## src/hw/rtl/pfs_pkg.sv

```systemverilog
`default_nettype none

package pfs_pkg;

  // Field widths of the channels.
  localparam int unsigned CMD_W   = 2;
  localparam int unsigned FTYPE_W = 5;
  localparam int unsigned FNUM_W  = 29;
  localparam int unsigned RAW_W   = 64;
  localparam int unsigned BYTE_W  = 8;
  localparam int unsigned CAP_W   = 32;
  localparam int unsigned WT_W    = 3;
  localparam int unsigned KEY_W   = FNUM_W + WT_W;
  localparam int unsigned KLEN_W  = 3;
  localparam int unsigned VLEN_W  = 4;

  localparam int unsigned QUEUE_DEPTH_DEF = 2;

  // Commands.
  localparam logic [CMD_W-1:0] CMD_START   = 2'd0;
  localparam logic [CMD_W-1:0] CMD_FIELD   = 2'd1;
  localparam logic [CMD_W-1:0] CMD_PAYLOAD = 2'd2;

  // Field types.
  localparam logic [FTYPE_W-1:0] FT_DOUBLE   = 5'd0;
  localparam logic [FTYPE_W-1:0] FT_FLOAT    = 5'd1;
  localparam logic [FTYPE_W-1:0] FT_INT32    = 5'd2;
  localparam logic [FTYPE_W-1:0] FT_UINT32   = 5'd3;
  localparam logic [FTYPE_W-1:0] FT_SINT32   = 5'd4;
  localparam logic [FTYPE_W-1:0] FT_INT64    = 5'd5;
  localparam logic [FTYPE_W-1:0] FT_UINT64   = 5'd6;
  localparam logic [FTYPE_W-1:0] FT_SINT64   = 5'd7;
  localparam logic [FTYPE_W-1:0] FT_FIXED32  = 5'd8;
  localparam logic [FTYPE_W-1:0] FT_FIXED64  = 5'd9;
  localparam logic [FTYPE_W-1:0] FT_SFIXED32 = 5'd10;
  localparam logic [FTYPE_W-1:0] FT_SFIXED64 = 5'd11;
  localparam logic [FTYPE_W-1:0] FT_BOOL     = 5'd12;
  localparam logic [FTYPE_W-1:0] FT_ENUM     = 5'd13;
  localparam logic [FTYPE_W-1:0] FT_STRING   = 5'd14;
  localparam logic [FTYPE_W-1:0] FT_BYTES    = 5'd15;
  localparam logic [FTYPE_W-1:0] FT_MESSAGE  = 5'd16;

  // Wire types.
  localparam logic [WT_W-1:0] WT_VARNUM = 3'd0;
  localparam logic [WT_W-1:0] WT_I64    = 3'd1;
  localparam logic [WT_W-1:0] WT_LEN    = 3'd2;
  localparam logic [WT_W-1:0] WT_I32    = 3'd5;

  typedef enum logic [1:0] {
    JOB_OVF,
    JOB_BYTE,
    JOB_FIELD
  } job_kind_t;

  // One unit of work handed from the front end to the byte emitter.
  typedef struct packed {
    job_kind_t               kind;
    logic [BYTE_W-1:0]       pbyte;
    logic                    has_key;
    logic [KEY_W-1:0]        key;
    logic [KLEN_W-1:0]       key_len;
    logic [RAW_W-1:0]        val;
    logic                    val_le;
    logic [VLEN_W-1:0]       val_len;
  } job_t;

  typedef enum logic [1:0] {
    BK_IDLE,
    BK_KEY,
    BK_VAL
  } back_state_t;

  // Number of base-128 groups needed for a value, at least one.
  function automatic logic [VLEN_W-1:0] varint_len(input logic [RAW_W-1:0] v);
    logic [VLEN_W-1:0] len;
    len = VLEN_W'(1);
    for (int i = 1; i < 10; i++) begin
      if ((v >> (7 * i)) != '0) begin
        len = VLEN_W'(i + 1);
      end
    end
    return len;
  endfunction

endpackage

`default_nettype wire

```

## src/hw/rtl/pfs_ifs.sv

```systemverilog
`default_nettype none

interface pfs_in_if;
  import pfs_pkg::*;
  logic                valid;
  logic                ready;
  logic [CMD_W-1:0]    command;
  logic [FTYPE_W-1:0]  field_type;
  logic [FNUM_W-1:0]   field_number;
  logic [RAW_W-1:0]    raw_value;
  logic                omit_key;
  logic [BYTE_W-1:0]   payload_byte;

  modport source(output valid, command, field_type, field_number, raw_value, omit_key,
                 payload_byte, input ready);
  modport sink(input valid, command, field_type, field_number, raw_value, omit_key,
               payload_byte, output ready);
endinterface

interface pfs_out_if;
  import pfs_pkg::*;
  logic              valid;
  logic              ready;
  logic [BYTE_W-1:0] out_byte;
  logic              byte_valid;
  logic              last;
  logic              status;

  modport source(output valid, out_byte, byte_valid, last, status, input ready);
  modport sink(input valid, out_byte, byte_valid, last, status, output ready);
endinterface

interface pfs_cfg_if;
  import pfs_pkg::*;
  logic             valid;
  logic             ready;
  logic [CAP_W-1:0] capacity_bytes;

  modport source(output valid, capacity_bytes, input ready);
  modport sink(input valid, capacity_bytes, output ready);
endinterface

`default_nettype wire

```

## src/hw/rtl/pfs_front.sv

```systemverilog
`default_nettype none

module pfs_front (
  input  wire logic    clk,
  input  wire logic    rst_n,
  pfs_in_if.sink       in_ch,
  pfs_cfg_if.sink      cfg_ch,
  output logic         push_valid,
  input  wire logic    push_ready,
  output pfs_pkg::job_t push_data
);
  import pfs_pkg::*;

  typedef enum logic [1:0] {
    ACT_DROP,
    ACT_START,
    ACT_FIELD,
    ACT_BYTE
  } act_t;

  logic [CAP_W-1:0]   cap_r;
  logic [CAP_W-1:0]   used_r;
  logic [CAP_W-1:0]   used_nxt;

  // Stage 1: captured transaction.
  logic               s1_v_r;
  logic               s1_v_nxt;
  logic [CMD_W-1:0]   s1_cmd_r;
  logic [FTYPE_W-1:0] s1_ftype_r;
  logic [FNUM_W-1:0]  s1_fnum_r;
  logic [RAW_W-1:0]   s1_raw_r;
  logic               s1_omit_r;
  logic [BYTE_W-1:0]  s1_pbyte_r;

  // Stage 2: classified job waiting for the capacity check.
  logic               s2_v_r;
  logic               s2_v_nxt;
  act_t               s2_act_r;
  job_t               s2_job_r;
  logic [VLEN_W-1:0]  s2_n_r;
  logic [CAP_W:0]     s2_extra_r;
  logic               s2_big_r;

  logic [WT_W-1:0]    wt;
  logic [31:0]        lo;
  logic [RAW_W-1:0]   val;
  logic               le;
  logic [VLEN_W-1:0]  vlen;
  logic [KLEN_W-1:0]  klen;
  logic [KEY_W-1:0]   key;
  logic [VLEN_W-1:0]  n;
  logic               lenx;
  logic [CAP_W:0]     extra;
  logic               big;
  act_t               act;
  job_t               job;

  logic               in_acc;
  logic               s2_need;
  logic               s2_done;
  logic               s2_load;
  logic               ovf;

  always_comb begin
    unique case (s1_ftype_r) inside
      FT_DOUBLE, FT_FIXED64, FT_SFIXED64: wt = WT_I64;
      FT_FLOAT, FT_FIXED32, FT_SFIXED32:  wt = WT_I32;
      FT_STRING, FT_BYTES, FT_MESSAGE:    wt = WT_LEN;
      default:                            wt = WT_VARNUM;
    endcase
  end

  always_comb begin
    lo  = s1_raw_r[31:0];
    val = s1_raw_r;
    le  = 1'b0;
    unique case (s1_ftype_r) inside
      FT_INT32, FT_ENUM:                  val = {{32{lo[31]}}, lo};
      FT_UINT32:                          val = {32'b0, lo};
      FT_SINT32:                          val = {32'b0, (lo << 1) ^ {32{lo[31]}}};
      FT_SINT64:                          val = (s1_raw_r << 1) ^ {RAW_W{s1_raw_r[RAW_W-1]}};
      FT_BOOL:                            val = {{(RAW_W-1){1'b0}}, |s1_raw_r};
      FT_FLOAT, FT_FIXED32, FT_SFIXED32: begin
        val = {32'b0, lo};
        le  = 1'b1;
      end
      FT_DOUBLE, FT_FIXED64, FT_SFIXED64: le = 1'b1;
      default:                            val = s1_raw_r;
    endcase

    key  = {s1_fnum_r, wt};
    klen = KLEN_W'(varint_len({{(RAW_W-KEY_W){1'b0}}, key}));
    if (le) begin
      vlen = (wt == WT_I32) ? VLEN_W'(4) : VLEN_W'(8);
    end else begin
      vlen = varint_len(val);
    end
    n = (s1_omit_r ? VLEN_W'(0) : VLEN_W'(klen)) + vlen;

    // Length-delimited fields must also leave room for their payload.
    lenx  = (wt == WT_LEN);
    extra = lenx ? ({1'b0, s1_raw_r[31:0]} + (CAP_W+1)'(n)) : (CAP_W+1)'(n);
    big   = lenx && ((s1_raw_r[63:32] != '0) || (s1_raw_r[31:0] > cap_r));

    unique case (s1_cmd_r)
      CMD_START:   act = ACT_START;
      CMD_FIELD:   act = (s1_ftype_r <= FT_MESSAGE) ? ACT_FIELD : ACT_DROP;
      CMD_PAYLOAD: act = ACT_BYTE;
      default:     act = ACT_DROP;
    endcase

    job.kind    = JOB_FIELD;
    job.pbyte   = s1_pbyte_r;
    job.has_key = !s1_omit_r;
    job.key     = key;
    job.key_len = klen;
    job.val     = val;
    job.val_le  = le;
    job.val_len = vlen;

    if (act == ACT_BYTE) begin
      job.kind = JOB_BYTE;
      n        = VLEN_W'(1);
      extra    = (CAP_W+1)'(1);
      big      = 1'b0;
    end
  end

  // Stage 2 handshake and capacity check.
  always_comb begin
    ovf        = s2_big_r ||
                 (({2'b0, used_r} + {1'b0, s2_extra_r}) > {2'b0, cap_r});
    s2_need    = (s2_act_r == ACT_FIELD) || (s2_act_r == ACT_BYTE);
    push_valid = s2_v_r && s2_need;
    push_data  = s2_job_r;
    if (ovf) begin
      push_data.kind = JOB_OVF;
    end
    s2_done     = s2_v_r && (!s2_need || push_ready);
    s2_load     = s1_v_r && (!s2_v_r || s2_done);
    in_ch.ready = !s1_v_r || s2_load;
    in_acc      = in_ch.valid && in_ch.ready;
    cfg_ch.ready = 1'b1;

    s1_v_nxt = in_acc ? 1'b1 : (s2_load ? 1'b0 : s1_v_r);
    s2_v_nxt = s2_load ? 1'b1 : (s2_done ? 1'b0 : s2_v_r);

    used_nxt = used_r;
    if (s2_done) begin
      if (s2_act_r == ACT_START) begin
        used_nxt = '0;
      end else if (s2_need && !ovf) begin
        used_nxt = used_r + CAP_W'(s2_n_r);
      end
    end
  end

  always_ff @(posedge clk) begin
    if (!rst_n) begin
      s1_v_r <= 1'b0;
      s2_v_r <= 1'b0;
      used_r <= '0;
      cap_r  <= '1;
    end else begin
      s1_v_r <= s1_v_nxt;
      s2_v_r <= s2_v_nxt;
      used_r <= used_nxt;
      if (cfg_ch.valid) begin
        cap_r <= cfg_ch.capacity_bytes;
      end
    end
  end

  always_ff @(posedge clk) begin
    if (in_acc) begin
      s1_cmd_r   <= in_ch.command;
      s1_ftype_r <= in_ch.field_type;
      s1_fnum_r  <= in_ch.field_number;
      s1_raw_r   <= in_ch.raw_value;
      s1_omit_r  <= in_ch.omit_key;
      s1_pbyte_r <= in_ch.payload_byte;
    end
    if (s2_load) begin
      s2_act_r   <= act;
      s2_job_r   <= job;
      s2_n_r     <= n;
      s2_extra_r <= extra;
      s2_big_r   <= big;
    end
  end

endmodule

`default_nettype wire

```

## src/hw/rtl/pfs_queue.sv

```systemverilog
`default_nettype none

module pfs_queue #(
  parameter int unsigned DEPTH = pfs_pkg::QUEUE_DEPTH_DEF
) (
  input  wire logic           clk,
  input  wire logic           rst_n,
  input  wire logic           push_valid,
  output logic                push_ready,
  input  wire pfs_pkg::job_t  push_data,
  output logic                pop_valid,
  input  wire logic           pop_ready,
  output pfs_pkg::job_t       pop_data
);
  import pfs_pkg::*;

  localparam int unsigned PtrW = $clog2(DEPTH);
  localparam int unsigned CntW = $clog2(DEPTH + 1);

  job_t            mem_r [DEPTH];
  logic [PtrW-1:0] wr_ptr_r;
  logic [PtrW-1:0] rd_ptr_r;
  logic [CntW-1:0] count_r;
  logic [PtrW-1:0] wr_ptr_nxt;
  logic [PtrW-1:0] rd_ptr_nxt;
  logic [CntW-1:0] count_nxt;
  logic            do_push;
  logic            do_pop;

  always_comb begin
    push_ready = (count_r != CntW'(DEPTH));
    pop_valid  = (count_r != '0);
    pop_data   = mem_r[rd_ptr_r];
    do_push    = push_valid && push_ready;
    do_pop     = pop_valid && pop_ready;

    wr_ptr_nxt = wr_ptr_r;
    if (do_push) begin
      wr_ptr_nxt = (wr_ptr_r == PtrW'(DEPTH - 1)) ? '0 : wr_ptr_r + PtrW'(1);
    end
    rd_ptr_nxt = rd_ptr_r;
    if (do_pop) begin
      rd_ptr_nxt = (rd_ptr_r == PtrW'(DEPTH - 1)) ? '0 : rd_ptr_r + PtrW'(1);
    end
    count_nxt = count_r + CntW'(do_push) - CntW'(do_pop);
  end

  always_ff @(posedge clk) begin
    if (!rst_n) begin
      wr_ptr_r <= '0;
      rd_ptr_r <= '0;
      count_r  <= '0;
    end else begin
      wr_ptr_r <= wr_ptr_nxt;
      rd_ptr_r <= rd_ptr_nxt;
      count_r  <= count_nxt;
    end
  end

  always_ff @(posedge clk) begin
    if (do_push) begin
      mem_r[wr_ptr_r] <= push_data;
    end
  end

endmodule

`default_nettype wire

```

## src/hw/rtl/pfs_back.sv

```systemverilog
`default_nettype none

module pfs_back (
  input  wire logic          clk,
  input  wire logic          rst_n,
  input  wire logic          pop_valid,
  output logic               pop_ready,
  input  wire pfs_pkg::job_t pop_data,
  pfs_out_if.source          out_ch
);
  import pfs_pkg::*;

  back_state_t       state_r;
  back_state_t       state_nxt;
  logic [KEY_W-1:0]  key_r;
  logic [RAW_W-1:0]  val_r;
  logic              val_le_r;
  logic [VLEN_W-1:0] val_len_r;
  logic [VLEN_W-1:0] cnt_r;

  logic              out_valid_r;
  logic [BYTE_W-1:0] out_byte_r;
  logic              out_bv_r;
  logic              out_last_r;
  logic              out_status_r;

  logic              slot_free;
  logic              load;
  logic              emit;
  logic [BYTE_W-1:0] emit_byte;
  logic              emit_bv;
  logic              emit_last;
  logic              emit_status;
  logic              cnt_one;

  assign slot_free = !out_valid_r || out_ch.ready;
  assign cnt_one   = (cnt_r == VLEN_W'(1));

  // Next state.
  always_comb begin
    state_nxt = state_r;
    unique case (state_r)
      BK_IDLE: begin
        if (pop_valid && (pop_data.kind == JOB_FIELD)) begin
          state_nxt = pop_data.has_key ? BK_KEY : BK_VAL;
        end
      end
      BK_KEY: begin
        if (slot_free && cnt_one) begin
          state_nxt = BK_VAL;
        end
      end
      BK_VAL: begin
        if (slot_free && cnt_one) begin
          state_nxt = BK_IDLE;
        end
      end
      default: state_nxt = BK_IDLE;
    endcase
  end

  // Outputs of the state machine.
  always_comb begin
    pop_ready   = 1'b0;
    load        = 1'b0;
    emit        = 1'b0;
    emit_byte   = '0;
    emit_bv     = 1'b0;
    emit_last   = 1'b0;
    emit_status = 1'b0;
    unique case (state_r)
      BK_IDLE: begin
        if (pop_valid) begin
          unique case (pop_data.kind)
            JOB_FIELD: begin
              pop_ready = 1'b1;
              load      = 1'b1;
            end
            JOB_BYTE: begin
              pop_ready = slot_free;
              emit      = slot_free;
              emit_byte = pop_data.pbyte;
              emit_bv   = 1'b1;
              emit_last = 1'b1;
            end
            default: begin
              pop_ready   = slot_free;
              emit        = slot_free;
              emit_last   = 1'b1;
              emit_status = 1'b1;
            end
          endcase
        end
      end
      BK_KEY: begin
        emit      = slot_free;
        emit_byte = {!cnt_one, key_r[6:0]};
        emit_bv   = 1'b1;
      end
      BK_VAL: begin
        emit      = slot_free;
        emit_byte = val_le_r ? val_r[7:0] : {!cnt_one, val_r[6:0]};
        emit_bv   = 1'b1;
        emit_last = cnt_one;
      end
      default: begin
        emit = 1'b0;
      end
    endcase
  end

  always_ff @(posedge clk) begin
    if (!rst_n) begin
      state_r     <= BK_IDLE;
      out_valid_r <= 1'b0;
    end else begin
      state_r <= state_nxt;
      if (emit) begin
        out_valid_r <= 1'b1;
      end else if (out_ch.ready) begin
        out_valid_r <= 1'b0;
      end
    end
  end

  always_ff @(posedge clk) begin
    if (load) begin
      key_r     <= pop_data.key;
      val_r     <= pop_data.val;
      val_le_r  <= pop_data.val_le;
      val_len_r <= pop_data.val_len;
      cnt_r     <= pop_data.has_key ? VLEN_W'(pop_data.key_len) : pop_data.val_len;
    end else if (emit && (state_r == BK_KEY)) begin
      key_r <= key_r >> 7;
      cnt_r <= cnt_one ? val_len_r : cnt_r - VLEN_W'(1);
    end else if (emit && (state_r == BK_VAL)) begin
      val_r <= val_le_r ? (val_r >> 8) : (val_r >> 7);
      cnt_r <= cnt_r - VLEN_W'(1);
    end
    if (emit) begin
      out_byte_r   <= emit_byte;
      out_bv_r     <= emit_bv;
      out_last_r   <= emit_last;
      out_status_r <= emit_status;
    end
  end

  assign out_ch.valid      = out_valid_r;
  assign out_ch.out_byte   = out_byte_r;
  assign out_ch.byte_valid = out_bv_r;
  assign out_ch.last       = out_last_r;
  assign out_ch.status     = out_status_r;

endmodule

`default_nettype wire

```

## src/hw/rtl/protobuf_field_serializer.sv

```systemverilog
// Protocol buffer field serializer.
// The input channel carries one command per transaction: start message (clears the byte
// count), field (type, number, raw value, packed-mode key omission) or payload byte.
// The output channel carries one wire byte per transaction with a last flag on the final
// byte of each input transaction; an overflowing field or byte gives one transaction
// with status set and no byte. Start messages and unknown commands or types give none.
// The configuration channel writes the buffer capacity; it is always ready, and the user must
// write it only while the block is idle; the block itself does not enforce this.
// Timing: a payload byte passes the two front stages, the job queue and the output register;
// a field also passes a load step in the byte emitter before its first byte. The emitter
// produces one byte per cycle while the receiver holds ready high, loading each field
// before its key and value bytes. The emitter sets the throughput.
// A job queue between the front end and the emitter lets the front end keep accepting
// and checking items while the emitter works or the receiver stalls; when the receiver
// holds ready low the output register keeps its transaction and backpressure reaches
// the input once the queue and both front stages are full.
// Reset clears the byte count, sets the capacity to all ones and empties the pipeline.
`default_nettype none

module protobuf_field_serializer #(
  parameter int unsigned QUEUE_DEPTH = pfs_pkg::QUEUE_DEPTH_DEF
) (
  input wire logic   clk,
  input wire logic   rst_n,
  pfs_in_if.sink     in_ch,
  pfs_out_if.source  out_ch,
  pfs_cfg_if.sink    cfg_ch
);
  import pfs_pkg::*;

  // Front end to queue.
  logic q_push_valid;
  logic q_push_ready;
  job_t q_push_data;

  // Queue to byte emitter.
  logic q_pop_valid;
  logic q_pop_ready;
  job_t q_pop_data;

  // Front end: captures transactions, maps the value, sizes the key and value,
  // and checks the byte count against the capacity.
  pfs_front u_front (
    .clk        (clk),
    .rst_n      (rst_n),
    .in_ch      (in_ch),
    .cfg_ch     (cfg_ch),
    .push_valid (q_push_valid),
    .push_ready (q_push_ready),
    .push_data  (q_push_data)
  );

  pfs_queue #(
    .DEPTH (QUEUE_DEPTH)
  ) u_queue (
    .clk        (clk),
    .rst_n      (rst_n),
    .push_valid (q_push_valid),
    .push_ready (q_push_ready),
    .push_data  (q_push_data),
    .pop_valid  (q_pop_valid),
    .pop_ready  (q_pop_ready),
    .pop_data   (q_pop_data)
  );

  // Back end: turns each job into output transactions, one per cycle while the output is not stalled.
  pfs_back u_back (
    .clk       (clk),
    .rst_n     (rst_n),
    .pop_valid (q_pop_valid),
    .pop_ready (q_pop_ready),
    .pop_data  (q_pop_data),
    .out_ch    (out_ch)
  );

  // A job the queue cannot take must stay offered unchanged.
  a_job_held: assert property (@(posedge clk) disable iff (!rst_n)
    q_push_valid && !q_push_ready |=> q_push_valid && $stable(q_push_data))
    else $error("front end dropped or changed a stalled job");

  // An overflow report never carries a byte and always closes its transaction.
  a_ovf_shape: assert property (@(posedge clk) disable iff (!rst_n)
    out_ch.valid && out_ch.status |-> !out_ch.byte_valid && out_ch.last)
    else $error("overflow report with a byte or without last");

  // Nothing is offered at the output right after reset.
  a_reset_empty: assert property (@(posedge clk)
    !rst_n |=> !out_ch.valid)
    else $error("output valid right after reset");

endmodule

`default_nettype wire
```

## src/flat_wrapper.sv

```systemverilog
// flat-port wrapper written by rule: the top's interface ports become plain ports
module protobuf_field_serializer_flat import pfs_pkg::*;
#(
  parameter int unsigned QUEUE_DEPTH = pfs_pkg::QUEUE_DEPTH_DEF
)
  (clk, rst_n, in_ch_valid, in_ch_command, in_ch_field_type, in_ch_field_number, in_ch_raw_value, in_ch_omit_key, in_ch_payload_byte, in_ch_ready, out_ch_valid, out_ch_out_byte, out_ch_byte_valid, out_ch_last, out_ch_status, out_ch_ready, cfg_ch_valid, cfg_ch_capacity_bytes, cfg_ch_ready);
  pfs_in_if in_ch_i ();
  pfs_out_if out_ch_i ();
  pfs_cfg_if cfg_ch_i ();
  input wire logic clk;
  input wire logic rst_n;
  input wire logic [$bits(in_ch_i.valid)-1:0] in_ch_valid;
  input wire logic [$bits(in_ch_i.command)-1:0] in_ch_command;
  input wire logic [$bits(in_ch_i.field_type)-1:0] in_ch_field_type;
  input wire logic [$bits(in_ch_i.field_number)-1:0] in_ch_field_number;
  input wire logic [$bits(in_ch_i.raw_value)-1:0] in_ch_raw_value;
  input wire logic [$bits(in_ch_i.omit_key)-1:0] in_ch_omit_key;
  input wire logic [$bits(in_ch_i.payload_byte)-1:0] in_ch_payload_byte;
  output wire logic [$bits(in_ch_i.ready)-1:0] in_ch_ready;
  output wire logic [$bits(out_ch_i.valid)-1:0] out_ch_valid;
  output wire logic [$bits(out_ch_i.out_byte)-1:0] out_ch_out_byte;
  output wire logic [$bits(out_ch_i.byte_valid)-1:0] out_ch_byte_valid;
  output wire logic [$bits(out_ch_i.last)-1:0] out_ch_last;
  output wire logic [$bits(out_ch_i.status)-1:0] out_ch_status;
  input wire logic [$bits(out_ch_i.ready)-1:0] out_ch_ready;
  input wire logic [$bits(cfg_ch_i.valid)-1:0] cfg_ch_valid;
  input wire logic [$bits(cfg_ch_i.capacity_bytes)-1:0] cfg_ch_capacity_bytes;
  output wire logic [$bits(cfg_ch_i.ready)-1:0] cfg_ch_ready;
  assign in_ch_i.valid = in_ch_valid;
  assign in_ch_i.command = in_ch_command;
  assign in_ch_i.field_type = in_ch_field_type;
  assign in_ch_i.field_number = in_ch_field_number;
  assign in_ch_i.raw_value = in_ch_raw_value;
  assign in_ch_i.omit_key = in_ch_omit_key;
  assign in_ch_i.payload_byte = in_ch_payload_byte;
  assign in_ch_ready = in_ch_i.ready;
  assign out_ch_valid = out_ch_i.valid;
  assign out_ch_out_byte = out_ch_i.out_byte;
  assign out_ch_byte_valid = out_ch_i.byte_valid;
  assign out_ch_last = out_ch_i.last;
  assign out_ch_status = out_ch_i.status;
  assign out_ch_i.ready = out_ch_ready;
  assign cfg_ch_i.valid = cfg_ch_valid;
  assign cfg_ch_i.capacity_bytes = cfg_ch_capacity_bytes;
  assign cfg_ch_ready = cfg_ch_i.ready;
  protobuf_field_serializer #(.QUEUE_DEPTH(QUEUE_DEPTH)) u_core (.clk(clk), .rst_n(rst_n), .in_ch(in_ch_i), .out_ch(out_ch_i), .cfg_ch(cfg_ch_i));
endmodule
```

## config.mk

```make
export PLATFORM = sky130hd
export DESIGN_NAME = protobuf_field_serializer_flat
export DESIGN_NICKNAME = d
export VERILOG_FILES = /design/src/hw/rtl/pfs_pkg.sv /design/src/hw/rtl/pfs_ifs.sv /design/src/hw/rtl/pfs_front.sv /design/src/hw/rtl/pfs_queue.sv /design/src/hw/rtl/pfs_back.sv /design/src/hw/rtl/protobuf_field_serializer.sv /design/src/flat_wrapper.sv
export SDC_FILE = /design/constraint.sdc
export NUM_CORES = 1
export LEC_CHECK = 0
export CELL_PAD_IN_SITES_DETAIL_PLACEMENT = 1
export CELL_PAD_IN_SITES_GLOBAL_PLACEMENT = 1
export CORE_MARGIN = 2
export CORE_UTILIZATION = 35
export CTS_CLUSTER_DIAMETER = 50
export DETAILED_ROUTE_END_ITERATION = 6
export DONT_BUFFER_PORTS = 1
export PLACE_DENSITY_LB_ADDON = 0.12
export SYNTH_ARGS = -nofsm -noshare
export SYNTH_HDL_FRONTEND = slang
export SYNTH_SLANG_ARGS = --single-unit
```

## constraint.sdc

```tcl
create_clock -name clk -period 17.5 [get_ports clk]
set_input_delay 1.75 -clock clk [delete_from_list [all_inputs] [get_ports clk]]
set_output_delay 1.75 -clock clk [all_outputs]
set_load 0.1 [all_outputs]
```

==> results of run 1 <==
## registers in the layout (all words and copies together), names as in the netlist, 2 cells and up, named ones only
signal and flops:
u_core.u_queue.count_r 2, u_core.u_front.used_r 32, u_core.u_front.s2_act_r 2, u_core.u_back.cnt_r 4, u_core.u_front.s1_fnum_r 29, u_core.u_back.state_r 2
u_core.u_front.s1_ftype_r 5, u_core.u_front.s2_n_r 4, u_core.u_front.cap_r 32, u_core.u_front.push_data 113, u_core.u_back.out_ch.out_byte 8, u_core.u_back.val_len_r 4
u_core.u_front.s1_raw_r 64, u_core.u_back.key_r 32, u_core.u_back.val_r 64, u_core.u_front.s1_pbyte_r 8, u_core.u_front.s1_cmd_r 2, u_core.u_queue.mem_r 230
u_core.u_front.s2_job_r 2, u_core.u_front.s2_extra_r 33
## worst register-to-register path, stage by stage, from the launching register on
cell	delay (ns)
edfxtp_1	0.79
or3b_2	0.68
nor2_2	1.06
a21oi_1	0.25
nand4_1	0.19
nor4_1	0.12
nand4_1	0.19
a31oi_1	0.07
nor3_1	0.58
ha_1	0.35
a21o_1	0.18
a21o_1	0.22
xor2_1	0.19
ha_1	0.33
inv_1	0.06
o21bai_1	0.30
or3b_2	0.55
nor4_1	0.59
nand4_1	0.40
or3_1	0.45
a21oi_1	0.15
## logic make-up after synthesis
group | after synthesis | share of synthesized area
DFF | 684 | 0.637
and+or+nand+nor | 652 | 0.107
AOI/OAI and AO/OA | 507 | 0.110
buffers and inverters | 196 | 0.0254
muxes | 131 | 0.0427
adders and majority gates | 124 | 0.0509
xor gates and xnor gates | 96 | 0.0270
other | 1 | 0.000121
## power breakdown
group	switching, W	internal, W
clock network	0.000761	0.00127
registers	0.000199	0.00199
logic	0.000404	0.000232
## per-layer routing
metal  up-vias  GRT usage  share of wire
li1       9140          -              -
met1      9659      0.255           0.47
met2       390      0.296           0.46
met3       132     0.0318          0.037
met4         0     0.0569          0.027
met5         -          0              0
## through the flow
step / hold WS, ns / cell area, um2 / std cells / power [W]
after floorplan: 0.400 / 31100 / 2391 / 0.00266
final: 0.418 / 35700 / 3643 / 0.00485
after CTS: 0.424 / 35700 / 3642 / 0.00493
after detailed placement: 0.405 / 32300 / 3456 / 0.00287
after global placement: 0.414 / 32300 / 3456 / 0.00285
after global routing: 0.427 / 35700 / 3643 / 0.00506
## Yosys cell counts, types with 27 or more instances
cell type	instances
xnor2_1	33
o211ai_1	46
dfxtp_1	74
nand4_1	38
a21oi_1	146
mux2i_1	118
a21o_1	27
nor4_1	28
xor2_1	63
o21ai_0	87
ha_1	120
a211oi_1	65
clkbuf_1	83
a221o_1	46
nand3_1	49
nand2_1	176
nor2_1	145
inv_1	73
nor3_1	32
nor2b_1	71
edfxtp_1	610
## final timing paths
kind	startpoint	to	slack, ns	depth (start not counted)
worst min-delay path	u_core.u_front.s1_pbyte_r[0]$_DFFE_PP_	u_core.u_front.push_data[105]$_DFFE_PP_	0.42	0
worst max-delay path	u_core.u_front.s1_ftype_r[4]$_DFFE_PP_	u_core.u_front.s2_extra_r[29]$_SDFFCE_PP0P_	9.66	20
worst max register to register	u_core.u_front.s1_ftype_r[4]$_DFFE_PP_	u_core.u_front.s2_extra_r[29]$_SDFFCE_PP0P_	9.66	20
worst min register to register	u_core.u_front.s1_pbyte_r[0]$_DFFE_PP_	u_core.u_front.push_data[105]$_DFFE_PP_	0.42	0
## cells in the final DEF (no fill, tap or decap), types with 73 or more instances in the layout
| cell | netlist | routed |
|---|---|---|
| edfxtp_1 | 610 | 610 |
| nand2_1 | 176 | 175 |
| a21oi_1 | 146 | 145 |
| nor2_1 | 145 | 144 |
| ha_1 | 120 | 120 |
| mux2i_1 | 118 | 118 |
| clkbuf_16 | 0 | 100 |
| o21ai_0 | 87 | 86 |
| inv_1 | 73 | 73 |
| dfxtp_1 | 74 | 73 |
## cell type report
cell class / count / area, um2 / share of cell area
clock buffer: 119 / 2620 / 0.0735
clock inverter: 67 / 782 / 0.0219
inverter: 74 / 279 / 0.00781
multi-input combinational: 1511 / 10600 / 0.296
sequential: 684 / 19800 / 0.555
tap: 1165 / 1460 / 0.0408
timing repair buffer: 23 / 193 / 0.00540
==> flow_summary.yaml, run 1 <==
worst_setup_path:
  crit_buf_inv: 1
  crit_type: "reg -> reg"
  crit_fanout: 34
  crit_path_max_incr_delay_ns: 1.06
  path_delay_family: "simple AND/OR/NAND/NOR gates"
  slowest_stage: "nor2_2"
  cp_data_arrival_time_ns: 8.34
  start_kind: "register"
  endpoint_kind: "register"
  cp_cell_sequence: "or3b_2 -> nor2_2 -> a21oi_1 -> nand4_1 -> nor4_1 -> nand4_1 -> a31oi_1 -> nor3_1 -> ha_1 -> a21o_1 -> a21o_1 -> xor2_1 -> ha_1 -> inv_1 -> o21bai_1 -> or3b_2 -> nor4_1 -> nand4_1 -> or3_1 -> a21oi_1"
  path_common_cell: "nand4_1"
  required_ns: 18.00
drt:
  drt_iter0_markers: 1322
  ant_nets: 0
  via_per_inst: 5.30
  wirelength_um: 84200
  dr.pass1.iters: 7
  vias: 19321
  drc: 7
  drt-wirelength-per-cell_um: 23.1
cts:
  insertion_delay_ns: 0.66
  cts-root-buf: "clkbuf_16"
  cts_max_level: 3
  path_clk_slew_ns: 0.06
  clk_path_buf_depth: 3
  hold_buffers: 0
  clkSinkCount: 684
  ctsResizeCount: 0
  tritoncts: "yes"
  postCtsSetupRepairBufs: 0
  cts_made_buffers: 98
timing:
  maxSlewHeadroom: 0.0858
  fin_worst_skew_ns: 0.0225
  rsz0062_at_grt: "false"
  fin_crit_ns: 7.84
  fin_ws_ns: 9.66
  drv_slew: 0
  fmax_mhz: 128
  finalSetupTns_ns: 0
  hold_viol: 0
  tightest_slew_ns: 1.37
  period_share: 0.448
  setup_viol: 0
floorplan:
  initial_utilization: 0.352
  die_area_mm2: 0.0912
  rows: 109
  core_mm2: 0.0882
  io-pin-count: 160
  die_h_um: 302
  die_w_um: 302
finish:
  n_antenna_cell: 0
  fillers: 9017
  fin_util: 0.405
  drive_above_1_share: 0.0960
  area_growth_pct: 14.8
  num-nets-final: 2662
synthesis:
  async_flop_share: 0
  yosysSeqAreaShare: 0.637
  yosysTopAreaCellShare: 0.589
  yosysWarningCount: 0
  synth.area.top_cells: "edfxtp_1 59%, ha_1 4.8%, dfxtp_1 4.8%, mux2i_1 3.8%, a21oi_1 2.4%"
  ys.flop_type: "edfxtp_1"
  syn-cell-area_mm2: 0.0311
  ys_ff_latch: 684
  yosys.area.top_type: "edfxtp_1"
  syn-num-nets: 2661
  synth_edf_count: 610
  ys_types: 88
  syn_inst: 2391
  post_synth.cell_area_avg_um2: 13.0
global_route:
  grt_pass1_wl_um: 127000
  grt_pass1_vias: 20275
  grt_max_degree: 144
  grt.overflow.total: 0
  antenna_found_initial: 4
  grt_util_all_layers: 0.184
power_and_ir_drop:
  leakage_nw: 12.6
  power_density_mw_per_mm2: 136
  ir_worst_vdd_uv: 110
placement:
  dp_hpwl_um: 59100
  gp_congestion: 0.833
  place_ws_ns: 9.88
  numPortBuffers: 0
run_status:
  status: "finished, violations left"
  violations: "DRC"
flow_run:
  maxCapViolations: 0
hold_path:
  hold_class: "reg -> reg"
(Power assumes the default switching activity.)
==> inputs of run 2 (changes only) <==
--- a/config.mk
+++ b/config.mk
@@ -5,6 +5,7 @@
 export SDC_FILE = /design/constraint.sdc
 export NUM_CORES = 1
 export LEC_CHECK = 0
+export ABC_AREA = 1
 export CELL_PAD_IN_SITES_DETAIL_PLACEMENT = 1
 export CELL_PAD_IN_SITES_GLOBAL_PLACEMENT = 1
 export CORE_MARGIN = 2
==> constraint.sdc (replaced) <==
create_clock -name clk -period 6.33 [get_ports clk]
set_input_delay 0.633 -clock clk [delete_from_list [all_inputs] [get_ports clk]]
set_output_delay 0.633 -clock clk [all_outputs]
set_load 0.1 [all_outputs]
==> flow_summary.yaml, run 2 <==
finish:
  final_area_mm2: 0.0398
  registers.top_by_ff_count: "u_core.u_queue.mem_r"
  layout_commonest_cell: "nand2_1"
  final_cell_mix: "695 x nand2_1, 610 x edfxtp_1, 327 x inv_1"
  area_growth_pct: 19.0
  largest_register_ffs: 230
  drive_above_1_share: 0.119
  n_antenna_cell: 0
  layout.cells.non_filler: 4781
  num-nets-final: 3703
drt:
  vias: 24147
  via_per_inst: 5.05
  wirelength_um: 99300
  ant_nets: 0
  drt_iter0_markers: 1501
  drc: 0
  dr.pass1.iters: 7
  drt-wirelength-per-cell_um: 20.8
synthesis:
  syn-num-nets: 3559
  ys_ff_latch: 684
  post_synth.cell_area_avg_um2: 10.2
  synth.area.top_cells: "edfxtp_1 55%, nand2_1 7.9%, ha_1 4.5%, dfxtp_1 4.4%, inv_1 3.7%"
  ys_types: 62
  yosys.area.top_type: "edfxtp_1"
  syn_inst: 3289
  yosysTopAreaCellShare: 0.548
  synth_most_common_cell: "nand2_1"
  synth_commonest_cells: "707 x nand2_1, 610 x edfxtp_1, 332 x inv_1"
  syn-cell-area_mm2: 0.0334
  async_flop_share: 0
  synth_edf_count: 610
  ys.flop_type: "edfxtp_1"
  yosysSeqAreaShare: 0.593
  yosysWarningCount: 0
timing:
  fin_ws_ns: 0.335
  hold_viol: 0
  fin_crit_ns: 6.00
  fin_worst_skew_ns: 0.0369
  finalSetupTns_ns: 0
  tightest_slew_ns: 1.14
  fmax_mhz: 167
  setup_viol: 0
  maxSlewHeadroom: 0.241
  drv_slew: 0
  period_share: 0.947
cts:
  cts_max_level: 3
  clkSinkCount: 684
  clk_path_buf_depth: 3
  path_clk_slew_ns: 0.06
  tritoncts: "yes"
  cts_made_buffers: 98
  cts-root-buf: "clkbuf_16"
  insertion_delay_ns: 0.68
worst_setup_path:
  crit_path_max_incr_delay_ns: 0.51
  slowest_stage: "edfxtp_1"
  crit_type: "reg -> reg"
  cp_data_arrival_time_ns: 6.41
  endpoint_kind: "register"
  path_common_cell: "nand2_1"
  required_ns: 6.75
  crit_fanout: 8
  start_kind: "register"
flow_run:
  maxCapViolations: 0
placement:
  gp_congestion: 0.870
  placed_area_mm2: 0.0352
  place_ws_ns: -0.359
  dp_hpwl_um: 69000
  dp_cells: 4515
  numPortBuffers: 0
global_route:
  antenna_found_initial: 0
  grt_max_degree: 156
  grt.overflow.total: 0
  grt_pass1_wl_um: 151000
  grt_util_all_layers: 0.199
  grt_pass1_vias: 25060
floorplan:
  rows: 113
  core_mm2: 0.0949
  die_area_mm2: 0.0979
  die_w_um: 313
  io-pin-count: 160
  die_h_um: 313
  initial_utilization: 0.352
power_and_ir_drop:
  leakage_nw: 15.8
  ir_worst_vdd_uv: 251
  power_density_mw_per_mm2: 346
run_status:
  status: "finished clean"
hold_path:
  hold_class: "in -> reg"
==> run 2: where the power goes <==
group          switching [W]  leakage [nW]  internal (W)  total [W]
logic                0.00135          7.87      0.000691    0.00204
clock network        0.00218          1.62       0.00342    0.00560
registers           0.000561          6.28       0.00554    0.00610
total                0.00409          15.8       0.00965     0.0137
==> run 2: final cells by class <==
class | count | area (um2)
Clock buffer | 113 | 2540
Clock inverter | 70 | 855
Fill cell | 10366 | 55100
Inverter | 341 | 1300
Multi-Input combinational cell | 2130 | 12000
Sequential cell | 684 | 19800
Tap cell | 1265 | 1580
Timing Repair Buffer | 178 | 1650
==> run 2: metrics by stage <==
| step | hold WS [ns] | utilization | power, W |
|---|---|---|---|
| after global placement | 0.418 | 0.371 | 0.00812 |
| after CTS | 0.000789 | 0.413 | 0.0139 |
| final | 0.0592 | 0.419 | 0.0137 |
| after floorplan | 0.400 | - | 0.00745 |
| after global routing | 0.0120 | 0.419 | 0.0144 |
| after detailed placement | 0.411 | 0.371 | 0.00818 |
==> run 2: cell families after synthesis <==
logic type,count (synthesis),share of synthesized area
AND/OR/NAND/NOR,1362,0.176
flip-flops,684,0.593
AO/OA/AOI/OAI,492,0.0851
other,1,0.000112
XOR/XNOR,91,0.0239
adder cells (fa/ha/maj),124,0.0473
multiplexers,56,0.0168
buffers and inverters,479,0.0580
==> run 2: worst paths after layout <==
path | start | end | slack [ns] | cells after the start
setup / recovery | u_core.u_front.s1_ftype_r[2]$_DFFE_PP_ | u_core.u_front.s2_extra_r[30]$_SDFFCE_PP0P_ | 0.33 | 42
hold / removal | in_ch_raw_value[0] | u_core.u_front.s1_raw_r[0]$_DFFE_PP_ | 0.06 | 0
setup reg to reg | u_core.u_front.s1_ftype_r[2]$_DFFE_PP_ | u_core.u_front.s2_extra_r[30]$_SDFFCE_PP0P_ | 0.33 | 42
hold reg to reg | u_core.u_front.s1_pbyte_r[6]$_DFFE_PP_ | u_core.u_front.push_data[111]$_DFFE_PP_ | 0.43 | 0
==> run 2: per-layer routing <==
metal / part of all wire / GRT usage / up-vias
met5: 0 / 0 / -
met4: 0.027 / 0.0570 / 0
met3: 0.031 / 0.0284 / 152
met2: 0.46 / 0.318 / 401
met1: 0.48 / 0.281 / 11968
li1: - / - / 11626
==> run 2: critical path, delay by kind of cell (launching register included) <==
kind	cells	cell delay (ns)
and+or+nand+nor	31	3.51
AOI/OAI and AO/OA	5	0.77
DFF	1	0.51
buffers and inverters	4	0.45
adders and majority gates	2	0.45
==> run 2: timing repair <==
| action | in CTS | in global routing |
|---|---|---|
| resized for setup | 8 | 64 |
| gates cloned | 1 | 6 |
| pin swaps | 1 | 31 |
| setup endpoints to repair | 14 | 19 |
| hold buffers | 43 | 0 |
| buffers inserted | 4 | 29 |
| hold endpoints to repair | 43 | 0 |
